**src/sv/bfiq_pkg.sv**
```systemverilog
`timescale 1ns / 1ps
`default_nettype none
// ----------------------------------------------------------------------------
// bfiq_pkg
// Shared constants and types of the bloom filter insert/query block.
// ----------------------------------------------------------------------------
package bfiq_pkg;

  localparam int unsigned MaxBytesDef    = 4096;
  localparam int unsigned NumProbesDef   = 16;
  localparam int unsigned CfgW           = 13;
  localparam int unsigned KeyW           = 32;
  localparam int unsigned HashW          = 64;
  localparam int unsigned DivBits        = 8;
  localparam int unsigned NumDigits      = 10;

  localparam logic [CfgW-1:0]  FilterBytesRst = 13'd4096;
  localparam logic [HashW-1:0] SeedA          = 64'd5381;
  localparam logic [31:0]      Recip10        = 32'hCCCCCCCD;
  localparam int unsigned      Recip10Shift   = 35;
  localparam logic [7:0]       CharMinus      = 8'd45;
  localparam logic [7:0]       CharZero       = 8'd48;

  typedef enum logic {
    ModeInsert = 1'b0,
    ModeQuery  = 1'b1
  } mode_e;

  // One hashed key on its way from the front to the back
  typedef struct packed {
    mode_e             mode;
    logic [HashW-1:0]  ha;
    logic [HashW-1:0]  hb;
  } job_t;

  // Back-end status seen by the top level
  typedef struct packed {
    logic clearing;
    logic probing;
  } back_stat_t;

endpackage
`default_nettype wire

```
**src/sv/bfiq_queue.sv**
```systemverilog
`timescale 1ns / 1ps
`default_nettype none
// ----------------------------------------------------------------------------
// bfiq_queue
// Two-entry queue of hashed keys between the front and the back.
// ----------------------------------------------------------------------------
module bfiq_queue (
  input  wire logic            clk_i,
  input  wire logic            rst_ni,
  input  wire logic            push_i,
  input  wire bfiq_pkg::job_t  job_i,
  input  wire logic            pop_i,
  output logic                 full_o,
  output logic                 valid_o,
  output bfiq_pkg::job_t       job_o
);

  bfiq_pkg::job_t entry_q [2];
  logic           wr_q, rd_q;
  logic [1:0]     cnt_q;

  // Track pointers and fill level
  always_ff @(posedge clk_i or negedge rst_ni) begin
    if (!rst_ni) begin
      wr_q  <= 1'b0;
      rd_q  <= 1'b0;
      cnt_q <= 2'd0;
    end else begin
      if (push_i) wr_q <= ~wr_q;
      if (pop_i)  rd_q <= ~rd_q;
      cnt_q <= cnt_q + {1'b0, push_i} - {1'b0, pop_i};
    end
  end

  // Store entries
  always_ff @(posedge clk_i) begin
    if (push_i) entry_q[wr_q] <= job_i;
  end

  assign full_o  = (cnt_q == 2'd2);
  assign valid_o = (cnt_q != 2'd0);
  assign job_o   = entry_q[rd_q];

endmodule
`default_nettype wire

```
**config.mk**
```make
export PLATFORM = sky130hd
export DESIGN_NAME = bfiq_queue
export DESIGN_NICKNAME = d
export VERILOG_FILES = /design/src/sv/bfiq_pkg.sv /design/src/sv/bfiq_queue.sv
export SDC_FILE = /design/constraint.sdc
export NUM_CORES = 1
export LEC_CHECK = 0
export BUFFER_PORTS_ARGS = -buffer_cell sky130_fd_sc_hd__buf_4
export CAP_MARGIN = 30
export CELL_PAD_IN_SITES_DETAIL_PLACEMENT = 0
export CELL_PAD_IN_SITES_GLOBAL_PLACEMENT = 1
export CORE_MARGIN = 1
export CORE_UTILIZATION = 30
export DETAILED_ROUTE_END_ITERATION = 10
export GPL_TIMING_DRIVEN = 0
export MAX_ROUTING_LAYER = met4
export PLACE_DENSITY_LB_ADDON = 0.1
export SLEW_MARGIN = 20
export SYNTH_ARGS = -nofsm -noshare
export SYNTH_HDL_FRONTEND = slang
export SYNTH_SLANG_ARGS = --single-unit
```
**constraint.sdc**
```tcl
create_clock -name clk_i -period 6.9 [get_ports clk_i]
set_input_delay 0.69 -clock clk_i [delete_from_list [all_inputs] [get_ports clk_i]]
set_output_delay 0.69 -clock clk_i [all_outputs]
set_load 0.01 [all_outputs]
```
Word level (Yosys, flattened, before mapping) --
Memory sizes are Yosys's and may differ from the RTL's. Cells that the tools add are included.
Storage, ports and cells: bits of input ports 133, bits in latches 0, register bits after elaboration 4, memory bits (writable) 258, ROM bits 0, word-level logic and storage cells 12, memories 1
Memories:
- entry_q | depth 2, bits a word 129, read ports 1, clocked after Yosys merged registers in 0, wr ports 1, line bfiq_queue.sv:18 | bfiq_pkg::job_t entry_q [2];
Cells by class: mux-type cells 2, shifts and indexed selects 0, reductions and logical operators 1, order comparisons 0, div/mod/pow operators 0, equality and inequality tests 1, bitwise operators 2, add/subtract/negate cells 2, multipliers 0
Operators with widths (count):
- $add A2 B1 Y2 | 1
- $eq A2 B2 Y1 const B | 1
- $mux W1 | 2
- $not A1 Y1 | 2
- $reduce_bool A2 Y1 | 1
- $sub A2 B1 Y2 | 1

Longest topological paths before layout --
word-level depth 2, depth in mapped cells 5

Least setup slack after synthesis --
No wires, ideal clock.
kind input to register, from input port push_i, to memory entry_q[0][0] (netlist name) (enable), cell stages on the path 1, path buffers 0, slack -15 ps, arrival time 6281 ps, cell sequence nor2b_1
Between the ends: longest elaborated chain between the ends 2
RTL lines:
- from (decl) | line bfiq_queue.sv:10 | input wire logic push_i,
- $mux W1 | line bfiq_queue.sv:37 | if (push_i) entry_q[wr_q] <= job_i;
- $mux W1 (not written as such) | line bfiq_queue.sv:37
- to (decl) | line bfiq_queue.sv:18
No other way between the ends.

==> metrics.txt <==
outcome complete, no violations; Tightest Pin Transition 0.655 ns; Worst setup EP type primary output; Hold Crit Depth 1; WHS 0.331 ns; hold crit path type primary input to register; CTS tree done; post-CTS setup buffers 0; post-synth cell types 13; Power Density 407 mW/mm^2; DRC viols 0; Final #Nets ~850; GRT Overall Usage roughly 12%; Placed Cells 1083; DR WL met2 roughly 9800 microns; Pleak 4.91 nW; GP Congestion ~0.70; final wirelength 19600 microns; crit share post-route 38.8%; Yosys warning total 0; Yosys reg bits 262; Slew Limit Fails 0; R2R cell count 4; core area about 0.03 sq mm; worst vdd ir 0.000219 V; hold endpoint entry_q[0][50]; CTS buffer count 29; Hold Vio Cnt, Final 0; Setup Viol. Count Final 0; Max Cap Violations 0; share of post-route cells with drive strength above 1 ~61%; reg2reg setup slack 5.07 ns; Starting Density 30.8%; Worst-path clk slew 0.06 ns; CTS root buf clkbuf_16; crit path cell chain buf_4 -> buf_6 -> mux2_2 -> buf_4; fmax 373 MHz; crit path DAT 1.99 ns; 1st-iter DRT viols between 150 and 200; largest net degree at the start of global routing 52; Startpoint Class register; grt ovf 0; sequential area share after synthesis a little over 80%; Syn Inst Count 416; minimum clock period 2.68 ns; Worst path slowest cell dfrtp_1; Most common cell on crit path buf_4; DRT Pass-1 Iters 4; drt wl/cell between 15 and 20 microns; post-route ant nets 0; RSZ-0062 raised after global routing no; clk_skew 0.0147 ns; Port Buf Inserts 263; via count around 4800; worst-path fanout max 10; synthesis-to-layout area growth 37.6%; I/O pins ~260; Layout Cells excl Fill 1136; Post-Syn Area per Cell 22.9 sq um; num rows 64; number of H-tree levels 1; synthesized area ~0.0095 sq mm; max_slew headroom roughly 56%; peak per-stage delay on the critical path 0.41 ns; vias in the first global route around 5400; Die ar. around 0.032 sq mm; Synthesized Nets 551; Setup CP Type register to primary output; Die W 180 microns; Hold Crit Start job_i[50]; later-pin clock latency in the skew report about 0.54 ns; Diodes inserted 0; clock sink count 262; first-pass GRT wire length 29700 microns; DP HPWL 13900 microns; initial antenna violation count 0; R2R Path End entry_q[0][29]; top sig layer met4; Post-Route M1 WL roughly 7500 microns; Setup TNS 0 ns; Die H ~180 microns; routed vias/inst 4.25; required time worst endpoint 6.21 ns; worst r2r src wr_q; Clock Tree Buf Depth 3; metal3 WL 1810 microns
metal layers:
layer  up-vias  track usage (%)
met2       172             20.6
met1      2354             13.1
met5         -                -
li1       2269                -
met3        37             4.89
met4         0             3.90
area by class of cell:
| class | count | area [sq um] |
|---|---|---|
| buffer | 14 | 135 |
| clock buffer | 41 | 791 |
| fill | 2833 | 17800 |
| inverter | 2 | 7.51 |
| timing repair buffer | 272 | 2180 |
| multi-input combinational | 138 | 1550 |
| sequential | 262 | 7850 |
| clock inverter | 11 | 104 |
| tap | 396 | 495 |
Yosys cell counts:
cell	count	share of area [%]
buf_4	1	0.079
xor3_1	1	0.25
xor2_1	2	0.18
edfxtp_1	258	81
buf_6	10	1.2
mux2_2	129	15
or2_2	1	0.066
inv_1	2	0.079
buf_2	3	0.16
nor2b_1	2	0.13
ha_1	2	0.26
and2_1	1	0.066
dfrtp_1	4	1.0
worst max path at each step:
stage,startpoint,to,slack (ns),cells past startpoint
finish,rd_q,job_o[104],4.22,4
detailed placement,push_i,entry_q[0][80],4.63,5
floorplan,push_i,entry_q[0][0],2.41,1
global placement,push_i,entry_q[0][77],0.29,2
global route,rd_q,job_o[104],4.11,4
CTS,rd_q,job_o[104],4.14,4
sequential cells by signal (all words and copies together), names as in the netlist:
signal and flops:
cnt_q 2, entry_q 258, rd_q 1, wr_q 1
placed cells by master, fill, tap and decap left out:
cell,n
xor3_1,1
dfrtp_1,4
clkbuf_16,29
or2_2,1
clkinv_2,4
nor2b_1,1
and2_4,1
bufinv_16,2
inv_1,2
edfxtp_1,258
buf_12,3
dlygate4sd3_1,1
xor2_1,2
inv_6,1
clkbuf_8,2
ha_1,2
clkbuf_1,10
buf_4,264
buf_16,5
buf_2,3
nor2b_4,1
clkinv_1,4
buf_6,10
mux2_2,129
logic make-up after synthesis:
group | synth area share (%)
XOR/XNOR | 0.433
adder cells (fa/ha/maj) | 0.262
buffers and inverters | 1.50
flip-flops | 82.3
multiplexers | 15.2
AND/OR/NAND/NOR | 0.263
report_power, final:
group | switching (W) | internal [W]
Combinational | 0.000806 | 0.000916
Sequential | 0.0000651 | 0.00211
Clock | 0.000574 | 0.000865
Total | 0.00144 | 0.00389
worst max-delay path: cells and delay by family (launching register included):
| family | cells | cell delay (ns) |
|---|---|---|
| buffers and inverters | 3 | 0.67 |
| DFF | 1 | 0.41 |
| muxes | 1 | 0.36 |
through the flow:
step                util [%]  power [W]  instance area [sq um]  setup WS, ns
global placement        38.8    0.00394                  12000         0.288
CTS                     42.4    0.00544                  13100          4.14
floorplan                  -    0.00314                   9540          2.41
global route            42.4    0.00561                  13100          4.11
finish                  42.4    0.00533                  13100          4.22
detailed placement      39.5    0.00398                  12200          4.63
repair_timing:
action,CTS,global route
hold endpoints to repair,4,0
gates resized for setup,0,0
hold buffers,1,0
No activity file was read; power rests on OpenSTA's default activity.
